--- src/hdl/sws_pkg.sv ---
`default_nettype none
package sws_pkg;

    localparam int WINDOW_SLOTS_DEF  = 8;
    localparam int MAX_SEG_BYTES_DEF = 1024;

    localparam logic [15:0] RTO_RESET     = 16'd1000;
    localparam logic [31:0] FIRST_RESET   = 32'd1;
    localparam logic [15:0] PEER_WIN_INIT = 16'd65535;

    // command codes
    localparam logic [1:0] CMD_OFFER = 2'd0;
    localparam logic [1:0] CMD_ACK   = 2'd1;
    localparam logic [1:0] CMD_TICK  = 2'd2;
    localparam logic [1:0] CMD_NONE  = 2'd3;

    // result kinds
    localparam logic [2:0] KIND_SENT   = 3'd0;
    localparam logic [2:0] KIND_FULL   = 3'd1;
    localparam logic [2:0] KIND_FLOW   = 3'd2;
    localparam logic [2:0] KIND_ACKED  = 3'd3;
    localparam logic [2:0] KIND_RETX   = 3'd4;
    localparam logic [2:0] KIND_IDLE   = 3'd5;

    // configuration register indexes
    localparam logic CFG_RTO   = 1'b0;
    localparam logic CFG_FIRST = 1'b1;

    typedef struct packed {
        logic [1:0]  cmd;
        logic [10:0] seg_len;
        logic [31:0] ack_number;
        logic [15:0] adv_window;
    } sws_in_t;

    typedef struct packed {
        logic [2:0]  kind;
        logic [31:0] seq_out;
        logic [10:0] len_out;
        logic [7:0]  retries;
        logic [3:0]  in_flight;
        logic [15:0] bytes_out;
        logic        last;
    } sws_out_t;

    // controller to datapath
    typedef struct packed {
        logic start;      // latch item
        logic offer;      // do offer and emit
        logic ack_step;   // release base slot
        logic ack_done;   // emit ack result
        logic tick_inc;   // bump time
        logic scan_step;  // examine scan slot
        logic flush_last; // emit held retransmit as final word
        logic idle_emit;  // emit tick idle
    } sws_cmd_t;

    // datapath to controller
    typedef struct packed {
        logic [1:0] cmd;
        logic       base_covered;
        logic       any_used;
        logic       scan_more;
        logic       emitted;
        logic       out_busy;
    } sws_stat_t;

endpackage
`default_nettype wire

--- src/hdl/sws_datapath.sv ---
`default_nettype none
module sws_datapath import sws_pkg::*; #(
    parameter int WINDOW_SLOTS  = WINDOW_SLOTS_DEF,
    parameter int MAX_SEG_BYTES = MAX_SEG_BYTES_DEF
) (
    input  wire logic     aclk,
    input  wire logic     aresetn,
    input  wire sws_in_t  item,
    input  wire sws_cmd_t ctl,
    input  wire logic     cfg_we,
    input  wire logic     cfg_idx,
    input  wire logic [31:0] cfg_data,
    output sws_stat_t     stat,
    output logic          out_valid,
    input  wire logic     out_ready,
    output sws_out_t      out_word
);
    localparam int IW = (WINDOW_SLOTS > 1) ? $clog2(WINDOW_SLOTS) : 1;
    localparam int CW = $clog2(WINDOW_SLOTS + 1);
    localparam logic [10:0] MAXLEN = 11'((MAX_SEG_BYTES > 2047) ? 2047 : MAX_SEG_BYTES);

    logic [31:0] seq_reg [WINDOW_SLOTS];
    logic [10:0] len_reg [WINDOW_SLOTS];
    logic [31:0] sent_reg [WINDOW_SLOTS];
    logic [7:0]  retr_reg [WINDOW_SLOTS];

    sws_in_t       item_reg, item_next;
    logic [15:0]   rto_reg, rto_next;
    logic [IW-1:0] base_reg, base_next;
    logic [CW-1:0] used_reg, used_next;
    logic [CW-1:0] scan_reg, scan_next;
    logic [31:0]   nseq_reg, nseq_next;
    logic [15:0]   bytes_reg, bytes_next;
    logic [15:0]   peer_reg, peer_next;
    logic [31:0]   now_reg, now_next;
    logic          emitted_reg, emitted_next;
    logic          out_valid_reg, out_valid_next;
    sws_out_t      out_reg, out_next;
    sws_out_t      hold_reg, hold_next;

    // slot index arithmetic
    function automatic logic [IW-1:0] wrap(input logic [IW:0] v);
        logic [IW:0] r;
        r = (v >= (IW+1)'(WINDOW_SLOTS)) ? v - (IW+1)'(WINDOW_SLOTS) : v;
        return r[IW-1:0];
    endfunction

    logic [IW-1:0] tail_idx, scan_idx, base_step_idx;
    logic [10:0]   clamp_len;
    logic [16:0]   flow_sum;
    logic          full;
    logic          fits;
    logic [31:0]   base_seq;
    logic [31:0]   age;
    logic          expired;
    logic [7:0]    retr_bump;
    sws_out_t      base_word, sent_word, retx_word;

    assign tail_idx      = wrap({1'b0, base_reg} + (IW+1)'(used_reg));
    assign scan_idx      = wrap({1'b0, base_reg} + (IW+1)'(scan_reg));
    assign base_step_idx = wrap({1'b0, base_reg} + (IW+1)'(1));
    assign clamp_len = (item_reg.seg_len > MAXLEN) ? MAXLEN : item_reg.seg_len;
    assign flow_sum  = {1'b0, bytes_reg} + {6'd0, clamp_len};
    assign full      = used_reg >= CW'(WINDOW_SLOTS);
    assign fits      = flow_sum <= {1'b0, peer_reg};
    assign base_seq  = (used_reg != '0) ? seq_reg[base_reg] : nseq_reg;
    assign age       = now_reg - sent_reg[scan_idx];
    assign expired   = age >= {16'd0, rto_reg};
    assign retr_bump = (retr_reg[scan_idx] == 8'hff) ? 8'hff : retr_reg[scan_idx] + 8'd1;

    assign stat.cmd          = item_reg.cmd;
    assign stat.base_covered = (item_reg.ack_number - seq_reg[base_reg]) < 32'h8000_0000;
    assign stat.any_used     = used_reg != '0;
    assign stat.scan_more    = scan_reg < used_reg;
    assign stat.emitted      = emitted_reg;
    assign stat.out_busy     = out_valid_reg && !out_ready;

    assign out_valid = out_valid_reg;
    assign out_word  = out_reg;

    // candidate result words
    always_comb begin
        base_word           = '0;
        base_word.seq_out   = base_seq;
        base_word.in_flight = 4'(used_reg);
        base_word.bytes_out = bytes_reg;
        base_word.last      = 1'b1;

        sent_word           = '0;
        sent_word.kind      = KIND_SENT;
        sent_word.seq_out   = nseq_reg;
        sent_word.len_out   = clamp_len;
        sent_word.retries   = 8'd1;
        sent_word.in_flight = 4'(used_reg + CW'(1));
        sent_word.bytes_out = flow_sum[15:0];
        sent_word.last      = 1'b1;

        retx_word           = '0;
        retx_word.kind      = KIND_RETX;
        retx_word.seq_out   = seq_reg[scan_idx];
        retx_word.len_out   = len_reg[scan_idx];
        retx_word.retries   = retr_bump;
        retx_word.in_flight = 4'(used_reg);
        retx_word.bytes_out = bytes_reg;
        retx_word.last      = 1'b0;
    end

    // next state
    always_comb begin
        item_next      = ctl.start ? item : item_reg;
        rto_next       = rto_reg;
        base_next      = base_reg;
        used_next      = used_reg;
        scan_next      = scan_reg;
        nseq_next      = nseq_reg;
        bytes_next     = bytes_reg;
        peer_next      = peer_reg;
        now_next       = now_reg;
        emitted_next   = emitted_reg;
        out_valid_next = out_valid_reg;
        out_next       = out_reg;
        hold_next      = hold_reg;

        if (out_valid_reg && out_ready) out_valid_next = 1'b0;
        if (cfg_we) begin
            if (cfg_idx == CFG_RTO) rto_next = cfg_data[15:0];
            else if (used_reg == '0) nseq_next = cfg_data;
        end
        if (ctl.start) begin
            scan_next    = '0;
            emitted_next = 1'b0;
            if (item.cmd == CMD_ACK) peer_next = item.adv_window;
        end
        // offer: refuse or record in the tail slot
        if (ctl.offer) begin
            out_valid_next = 1'b1;
            out_next       = base_word;
            if (full) out_next.kind = KIND_FULL;
            else if (!fits) out_next.kind = KIND_FLOW;
            else begin
                nseq_next  = nseq_reg + 32'd1;
                used_next  = used_reg + CW'(1);
                bytes_next = flow_sum[15:0];
                out_next   = sent_word;
            end
        end
        // release one covered slot from the base
        if (ctl.ack_step) begin
            bytes_next = bytes_reg - {5'd0, len_reg[base_reg]};
            used_next  = used_reg - CW'(1);
            base_next  = base_step_idx;
        end
        if (ctl.ack_done) begin
            out_valid_next = 1'b1;
            out_next       = base_word;
            out_next.kind  = KIND_ACKED;
        end
        if (ctl.tick_inc) now_next = now_reg + 32'd1;
        // expired slot goes to the hold word, the previous one goes out
        if (ctl.scan_step) begin
            scan_next = scan_reg + CW'(1);
            if (expired) begin
                emitted_next = 1'b1;
                hold_next    = retx_word;
                if (emitted_reg) begin
                    out_next       = hold_reg;
                    out_valid_next = 1'b1;
                end
            end
        end
        if (ctl.flush_last) begin
            out_next       = hold_reg;
            out_next.last  = 1'b1;
            out_valid_next = 1'b1;
        end
        if (ctl.idle_emit) begin
            out_valid_next = 1'b1;
            out_next       = base_word;
            out_next.kind  = KIND_IDLE;
        end
    end

    // control state
    always_ff @(posedge aclk) begin
        if (!aresetn) begin
            rto_reg <= RTO_RESET;
            base_reg <= '0; used_reg <= '0; scan_reg <= '0;
            nseq_reg <= FIRST_RESET; bytes_reg <= '0;
            peer_reg <= PEER_WIN_INIT; now_reg <= '0;
            emitted_reg <= 1'b0; out_valid_reg <= 1'b0;
        end else begin
            rto_reg <= rto_next;
            base_reg <= base_next; used_reg <= used_next; scan_reg <= scan_next;
            nseq_reg <= nseq_next; bytes_reg <= bytes_next;
            peer_reg <= peer_next; now_reg <= now_next;
            emitted_reg <= emitted_next; out_valid_reg <= out_valid_next;
        end
    end

    // item and slot storage, result words
    always_ff @(posedge aclk) begin
        item_reg <= item_next;
        out_reg  <= out_next;
        hold_reg <= hold_next;
        if (ctl.offer && !full && fits) begin
            seq_reg[tail_idx] <= nseq_reg; len_reg[tail_idx] <= clamp_len;
            sent_reg[tail_idx] <= now_reg; retr_reg[tail_idx] <= 8'd1;
        end else if (ctl.scan_step && expired) begin
            sent_reg[scan_idx] <= now_reg; retr_reg[scan_idx] <= retr_bump;
        end
    end
endmodule
`default_nettype wire

--- src/hdl/sws_ctrl.sv ---
`default_nettype none
module sws_ctrl import sws_pkg::*; (
    input  wire logic      aclk,
    input  wire logic      aresetn,
    input  wire logic      in_valid,
    output logic           in_ready,
    input  wire sws_stat_t stat,
    output sws_cmd_t       ctl
);
    localparam logic [2:0] ST_IDLE = 3'd0;
    localparam logic [2:0] ST_DISP = 3'd1;
    localparam logic [2:0] ST_ACK  = 3'd2;
    localparam logic [2:0] ST_SCAN = 3'd3;
    localparam logic [2:0] ST_FIN  = 3'd4;

    logic [2:0] state_reg, state_next;

    // new word only when idle and no result pending
    assign in_ready = (state_reg == ST_IDLE) && !stat.out_busy;

    always_comb begin
        state_next = state_reg;
        ctl = '0;
        case (state_reg)
            ST_IDLE: begin
                if (in_valid && in_ready) begin
                    ctl.start = 1'b1;
                    state_next = ST_DISP;
                end
            end
            ST_DISP: begin
                case (stat.cmd)
                    CMD_OFFER: begin
                        ctl.offer = 1'b1; state_next = ST_IDLE;
                    end
                    CMD_ACK:  state_next = ST_ACK;
                    CMD_TICK: begin
                        ctl.tick_inc = 1'b1; state_next = ST_SCAN;
                    end
                    default: state_next = ST_IDLE;
                endcase
            end
            ST_ACK: begin
                if (stat.any_used && stat.base_covered) ctl.ack_step = 1'b1;
                else if (!stat.out_busy) begin
                    ctl.ack_done = 1'b1; state_next = ST_IDLE;
                end
            end
            ST_SCAN: begin
                if (!stat.out_busy) begin
                    if (stat.scan_more) ctl.scan_step = 1'b1;
                    else state_next = ST_FIN;
                end
            end
            // output is free here, scan only leaves once it is
            ST_FIN: begin
                if (stat.emitted) ctl.flush_last = 1'b1;
                else ctl.idle_emit = 1'b1;
                state_next = ST_IDLE;
            end
            default: state_next = ST_IDLE;
        endcase
    end

    always_ff @(posedge aclk) begin
        if (!aresetn) state_reg <= ST_IDLE;
        else state_reg <= state_next;
    end
endmodule
`default_nettype wire

--- src/hdl/sliding_window_sender.sv ---
`default_nettype none
// channel | direction | handshake             | word
// s_      | in        | s_valid / s_ready     | s_data (sws_in_t)
// m_      | out       | m_valid / m_ready     | m_data (sws_out_t)
// cfg     | in        | cfg_valid / cfg_ready | cfg_index, cfg_data
// offer: latch, then record or refuse and emit; unknown command: latch and drop; ack:
// release covered slots one by one, then emit; tick: scan each in-flight slot, each
// retransmit waiting until the previous word is taken. the ack and scan states walk the
// slots; a retransmit is held one slot so the final one can carry last.
// synchronous active-low reset; no clearing pass, free slots are tracked by count.
// a stalled output holds the controller; input is refused until the result leaves.
module sliding_window_sender import sws_pkg::*; #(
    parameter int WINDOW_SLOTS  = WINDOW_SLOTS_DEF,
    parameter int MAX_SEG_BYTES = MAX_SEG_BYTES_DEF
) (
    input  wire logic       aclk,
    input  wire logic       aresetn,
    input  wire logic       s_valid,
    output logic            s_ready,
    input  wire sws_in_t    s_data,
    output logic            m_valid,
    input  wire logic       m_ready,
    output sws_out_t        m_data,
    input  wire logic       cfg_valid,
    output logic            cfg_ready,
    input  wire logic [0:0] cfg_index,
    input  wire logic [31:0] cfg_data
);
    sws_cmd_t  ctl;
    sws_stat_t stat;

    assign cfg_ready = 1'b1;

    sws_ctrl u_ctrl (
        .aclk, .aresetn, .in_valid(s_valid), .in_ready(s_ready),
        .stat, .ctl
    );

    sws_datapath #(.WINDOW_SLOTS(WINDOW_SLOTS), .MAX_SEG_BYTES(MAX_SEG_BYTES)) u_dp (
        .aclk, .aresetn, .item(s_data), .ctl,
        .cfg_we(cfg_valid), .cfg_idx(cfg_index[0]), .cfg_data,
        .stat, .out_valid(m_valid), .out_ready(m_ready), .out_word(m_data)
    );

    // occupancy never above the window
    assert property (@(posedge aclk) disable iff (!aresetn)
        m_valid |-> m_data.in_flight <= 4'(WINDOW_SLOTS))
        else $error("in_flight exceeds window");
    // held result stays put
    assert property (@(posedge aclk) disable iff (!aresetn)
        m_valid && !m_ready |=> $stable(m_data))
        else $error("result changed under stall");
    // no intake while a result waits
    assert property (@(posedge aclk) disable iff (!aresetn)
        m_valid && !m_ready |-> !s_ready)
        else $error("accept during stall");
endmodule
`default_nettype wire

--- config.mk ---
export PLATFORM = sky130hd
export DESIGN_NAME = sliding_window_sender
export DESIGN_NICKNAME = d
export VERILOG_FILES = /design/src/hdl/sws_pkg.sv /design/src/hdl/sws_datapath.sv /design/src/hdl/sws_ctrl.sv /design/src/hdl/sliding_window_sender.sv
export SDC_FILE = /design/constraint.sdc
export NUM_CORES = 2
export LEC_CHECK = 0
export BUFFER_PORTS_ARGS = -buffer_cell sky130_fd_sc_hd__buf_4
export CAP_MARGIN = 20
export CELL_PAD_IN_SITES_DETAIL_PLACEMENT = 1
export CELL_PAD_IN_SITES_GLOBAL_PLACEMENT = 1
export CORE_MARGIN = 5
export CORE_UTILIZATION = 35
export CTS_BUF_LIST = sky130_fd_sc_hd__clkbuf_4
export DETAILED_ROUTE_END_ITERATION = 12
export MAX_ROUTING_LAYER = met4
export PLACE_DENSITY_LB_ADDON = 0.25
export SYNTH_ARGS = -nofsm -noshare
export SYNTH_HDL_FRONTEND = slang
export SYNTH_SLANG_ARGS = --single-unit
--- constraint.sdc ---
create_clock -name aclk -period 13.9 [get_ports aclk]
set_clock_uncertainty 0.1 [all_clocks]
set_input_delay 3.475 -clock aclk [delete_from_list [all_inputs] [get_ports aclk]]
set_output_delay 3.475 -clock aclk [all_outputs]
set_load 0.01 [all_outputs]
### Yosys cells after proc, flatten, opt, wreduce, memory -nomap -nowiden

Memories as Yosys holds them, arrays and structs flattened. A register that Yosys moved wholly into a read port is not among the register bits.
Cells that the tools add are included.

* add/sub/neg operators: 16
* $lt $le $gt $ge: 9
* eq/ne operators: 14
* mux-type cells: 82
* bitwise operators: 1
* reductions and logical operators: 26

Operator list (number)
* 75-bit 2-to-1 mux: 6
* 32-bit 2-to-1 mux: 8
* 72-bit 2-to-1 mux: 3
* 32-bit by 1-bit adder with 32-bit output (second input constant): 2
* 16-bit 2-to-1 mux: 4
* 32-bit subtractor: 2
* 3-bit 2-to-1 mux: 14
* 32-bit by 16-bit >= comparator with 1-bit output: 1
* 32-bit < comparator (second input constant): 1
* 1-bit 2-to-1 mux: 32
* 32-bit OR reduction: 1
* 4-bit 2-to-1 mux: 6
* 16-bit by 11-bit adder with 17-bit output: 1
* 17-bit by 16-bit <= comparator with 1-bit output: 1
* 4-bit >= comparator (second input constant): 4
* 8-bit 2-to-1 mux: 2
* 16-bit by 11-bit subtractor with 16-bit output: 1
* 2-bit inequality test (second input constant): 6
* 3-bit one-hot mux with 4 select lines: 1
* 11-bit greater-than comparator (second input constant): 1
* 11-bit 2-to-1 mux: 1
* 3-bit by 1-bit subtractor with 3-bit output (second input constant): 3
* 3-bit by 4-bit adder with 4-bit output: 2
* 4-bit by 1-bit adder with 4-bit output (second input constant): 2
* 25 further kinds: 43

* flip-flop bits (word level): 276
* memory bits (writable): 664
* input port bits: 99
* output and inout port bits: 78
* logic and storage cells: 176
* memories: 4

Memories
* u_dp.sent_reg: words 8, bits a word 32, read ports 1, clocked after memory_dff 0, write ports 1, RTL line sws_datapath.sv:24 `logic [31:0] sent_reg [WINDOW_SLOTS];`
* u_dp.seq_reg: words 8, bits a word 32, read ports 2, clocked after memory_dff 2, write ports 1, RTL line sws_datapath.sv:22 `logic [31:0] seq_reg [WINDOW_SLOTS];`
* u_dp.len_reg: words 8, bits a word 11, read ports 2, clocked after memory_dff 2, write ports 1, RTL line sws_datapath.sv:23 `logic [10:0] len_reg [WINDOW_SLOTS];`
* u_dp.retr_reg: words 8, bits a word 8, read ports 1, clocked after memory_dff 0, write ports 1, RTL line sws_datapath.sv:25 `logic [7:0] retr_reg [WINDOW_SLOTS];`

### Longest topological paths before layout

* depth in word-level cells: 13
* mapped depth: 35
* gate-level depth less buffers: 28

### Modules after synthesis

From an unflattened synthesis, not the netlist that was laid out.

* cells, all modules: 3329
* area, all modules: 46200.6 um^2

Modules (own cells, without submodules)
* sws_datapath: times used 1, cells an instance 3296, area an instance 45940.3 um^2, seq. area each 27486.4 um^2
* sws_ctrl: times used 1, cells an instance 31, area an instance 249.0 um^2, seq. area each 60.1 um^2
* sliding_window_sender: times used 1, cells an instance 2, area an instance 11.3 um^2, seq. area each 0.0 um^2

### Worst setup path after synthesis

No wires, ideal clock.

* path kind: reg-to-reg
* start point: reg u_dp.item_reg[58] (netlist bit)
* end point: mem u_dp.retr_reg[4][0], enable pin
* library setup time: 0.446 ns
* arrival time: 10.133 ns
* data required time: 13.354 ns
* path slack: 3.221 ns
* stages on the path, launching flop included: 24
* buffers on the path: 2
* period minus slack after synthesis: 10.679 ns
* cell sequence: edfxtp_1 -> clkbuf_1 -> nor2b_1 -> ha_1 -> fa_1 -> and2_1 -> maj3_1 -> and2_1 -> o2111ai_1 -> nand3_1 -> a21oi_1 -> o21ai_0 -> xor2_1 -> ha_1 -> a21oi_1 -> nor2b_1 -> o21ai_0 -> o211ai_1 -> o21a_1 -> a211oi_1 -> nand2_1 -> clkbuf_1 -> nor4_1 -> o21bai_1

* longest elaborated chain between the ends: 9
* elaborated cells on any way between the ends: 12
* those cells by class: 1 x add/sub; 2 x order compare; 7 x mux; 2 x reduce/logical

Ends and longest elaborated chain
* start: declaration: RTL line sws_datapath.sv:27 `sws_in_t item_reg, item_next;`
* start signal: assignment: RTL line sws_datapath.sv:202 `item_reg <= item_next;`
* 11-bit greater-than comparator *: RTL line sws_datapath.sv:62 `assign clamp_len = (item_reg.seg_len > MAXLEN) ? MAXLEN : item_reg.seg_len;`
* 11-bit 2-to-1 mux *: RTL line sws_datapath.sv:62
* via u_dp.clamp_len[0]: RTL line sws_datapath.sv:49 `logic [10:0] clamp_len;`
* 16-bit by 11-bit adder with 17-bit output *: RTL line sws_datapath.sv:63 `assign flow_sum = {1'b0, bytes_reg} + {6'd0, clamp_len};`
* 17-bit by 16-bit <= comparator with 1-bit output *: RTL line sws_datapath.sv:65 `assign fits = flow_sum <= {1'b0, peer_reg};`
* 1-bit logical AND *: RTL line sws_datapath.sv:205 `if (ctl.offer && !full && fits) begin`
* 1-bit 2-to-1 mux: RTL line sws_datapath.sv:205
* 1-bit 2-to-1 mux (implied by the code): RTL line sws_datapath.sv:209 `sent_reg[scan_idx] <= now_reg; retr_reg[scan_idx] <= retr_bump;`
* 8-bit OR reduction (no source line)
* 3-bit 2-to-1 mux (no source line) or 1-bit 2-to-1 mux (tied branches)
* end: declaration: RTL line sws_datapath.sv:25

Mark *: on every way through the listed nets, which the timed path passes. The rest lies on a longest branch.

### Worst setup path in the final report

* start point: reg u_dp.base_reg[0]
* end point: reg, netlist name u_dp.hold_reg[53]

* longest elaborated chain between the ends: 7
* elaborated cells on any way between the ends: 8
* those cells by class: 3 x add/sub; 2 x order compare; 1 x mux; 1 x reduce/logical; 1 x memory

Ends and longest elaborated chain
* start: declaration: RTL line sws_datapath.sv:29 `logic [IW-1:0] base_reg, base_next;`
* start signal: assignment: RTL line sws_datapath.sv:193 `base_reg <= base_next; used_reg <= used_next; scan_reg <= scan_next;`
* 3-bit by 4-bit adder with 4-bit output *: RTL line sws_datapath.sv:60 `assign scan_idx = wrap({1'b0, base_reg} + (IW+1)'(scan_reg));`
* 4-bit >= comparator or 3-bit by 1-bit subtractor with 3-bit output (tied branches): RTL line sws_datapath.sv:44 `r = (v >= (IW+1)'(WINDOW_SLOTS)) ? v - (IW+1)'(WINDOW_SLOTS) : v;`
* 3-bit 2-to-1 mux *: RTL line sws_datapath.sv:44
* memory 8 x 32 bit
* 32-bit subtractor: RTL line sws_datapath.sv:67 `assign age = now_reg - sent_reg[scan_idx];`
* 32-bit by 16-bit >= comparator with 1-bit output: RTL line sws_datapath.sv:68 `assign expired = age >= {16'd0, rto_reg};`
* 2-bit AND reduction (no source line)

Every way passes the cells marked *; elsewhere a longest branch is shown, timed or not.
A chain may end at the register's enable or synchronous reset.

==> results.ini <==
[outcome]
status = finished clean

[timing]
maxSlewHeadroom_pct = 25.5
slew_viol_final = 0
final_hold_viol_count = 0
timing.fmax_ghz = 0.118
setup-violations-final = 0
rsz0062_at_grt = no
tns_ns = 0
min_period_over_period_pct = 61.1
setup_ws_ns = 5.41
tightest_slew_ns = 1.12
period_needed_ns = 8.49

[detailed_routing]
routed_wl_um = 139000
wl_per_cell_um = 25.6
vias = 29800
wl_met2_um = 65800
ant_nets = 0
drt_iter0_markers = 2111
post-route-drc-count = 0
drt_pass1_iterations = 5
top_layer_used = met4
wl_met3_um = 8180
viasPerCell = 5.50
wl_met1_um = 61100

[synth]
ys.warnings.count = 0
ys_seq_elements = 986
syn_nets = 3365
async_flop_share_pct = 0
synthDistinctLibCells = 76
synth_area_um2 = 45200
syn_area_per_cell_um2 = 14.4
syn_inst = 3137
synth_edf_count = 780
synth_flop_cell = edfxtp_1
yosysSeqAreaShare_pct = 60.9

[global_routing]
grt_pass1_vias = 31600
grt_pass1_wl_um = 205000
gr-total-overflow = 0
grt_max_degree = 72
antenna_found_initial = 5
grt.total_usage_pct = 20.7

[job]
maxCapViolCount = 0

[clocking]
cts.sinks = 986
cts_root_buf = clkbuf_4
htreeDepth = 5
clkLatencyLatePin_ns = 1.20
post_cts_buffers = 0
clkTransAtPathRegs_ns = 0.06
cts_tree = yes
hold_buffers = 0
cts_buffers = 287
clock_path_buffers = 4
post_cts_resized = 0

[worst_setup_path]
crit_fanout = 40
critical_path.slowest_cell = buf_4
critPathLaunch = u_dp.base_reg[0]
endpoint_kind = flop
crit_type = flop to flop
worstPathArrival_ns = 9.17
required_ns = 14.58
cp-start-kind = flop
timing.rr.start = u_dp.base_reg[0]
crit_top_cell = buf_4
cpPeakStageDelay_ns = 0.71

[layout]
drive_gt1_share_pct = 26.5
fillers = 13300
stdcell_area_um2 = 52100
final_common_cell = edfxtp_1
seq_area_um2 = 27600
final_nets = 3697
multi_input_area_um2 = 16900
final_cells = 5424
area_delta_synth_final_pct = 15.2
mostFrequentLayoutCells = edfxtp_1 (780), clkbuf_4 (427), nand2_1 (359)

[floorplanning]
initial_utilization_pct = 35.1
core_um2 = 129000
die_h_um = 370
rows = 132
ios = 177
die_w_um = 370
die-area_um2 = 137000

[pwr]
ir_drop_uv = 79.7
leakagePower_nw = 18.4
p_total_w = 0.00743
power.density_nw_per_um2 = 143

[worst_hold_path]
hp-start = u_dp.out_word[74]
hp-class = flop to flop

[placed_design]
dpl_worst_slack_ns = 5.27
place_area_um2 = 48600
gp_congestion = 0.816
dp_hpwl_um = 85400
port_buffers = 175
placed_cells = 4921

## per-layer routing
metal / vias to the layer above / global-route usage [%]
met2: 939 / 32.2
li1: 13200 / -
met5: - / -
met3: 247 / 3.96
met4: 0 / 6.90
met1: 15500 / 27.4
## critical path: cells and delay by family, from the launching register on
kind / cells / cell delay, ns
xor+xnor: 1 / 0.15
mux: 1 / 0.60
buf+inv: 4 / 2.10
fa+ha+maj: 4 / 1.57
flops: 1 / 0.37
compound gates: 8 / 1.53
simple gates: 7 / 1.59
## cell type report
type                            count  area share (%)
Tap cell                         1742            4.18
Clock buffer                      427            6.15
Timing Repair Buffer              227            3.27
Antenna cell                        9          0.0432
Inverter                           65           0.480
Sequential cell                   986            52.9
Multi-Input combinational cell   1902            32.4
Clock inverter                     66           0.590
## report_power, final
group	leakage, nW	total (W)	switching (W)	internal, W
sequential	8.92	0.00359	0.000186	0.00340
combinational	7.35	0.00116	0.000674	0.000484
clock	2.13	0.00268	0.00125	0.00144
## synth_stat cells (all sizes together), types with 41 or more instances
cell	instances	area share, %
a21oi	117	1.3
nor2	139	1.2
mux2i	88	2.0
o21ai	80	0.89
nand3	42	0.46
nor2b	41	0.57
inv	64	0.53
nand2	361	3.0
ha	124	3.4
mux4	252	13
dfxtp	206	9.1
a221o	50	1.1
clkbuf	128	1.1
xnor2	46	0.89
edfxtp	780	52
buf	56	0.58
a22o	55	1.1
and3	44	0.61
## worst paths after layout
kind	slack [ns]	depth (start not counted)	end
setup / recovery	5.41	25	u_dp.hold_reg[53]
hold / removal	0.35	2	u_dp.out_word[74]
setup reg to reg	5.41	25	u_dp.hold_reg[53]
hold reg to reg	0.35	2	u_dp.out_word[74]
## stage by stage
step	utilization (%)	hold WS (ns)
6_report	40.4	0.348
5_1_grt	40.4	0.368
4_1_cts	40.4	0.351
3_5_place_dp	37.7	0.337
3_3_place_gp	37.7	0.335
2_1_floorplan	-	0.306
## kinds of logic after synthesis
family                   count (synthesis)  share of synthesized area [%]
multiplexers                           343                           14.6
other                                    1                        0.00829
buffers and inverters                  249                           2.19
flip-flops                             986                           60.9
AND/OR/NAND/NOR                        791                           8.09
adder cells (fa/ha/maj)                131                           3.69
XOR/XNOR                                86                           1.70
AO/OA/AOI/OAI                          550                           8.87
Note: power is estimated with default switching activity, not from simulation.
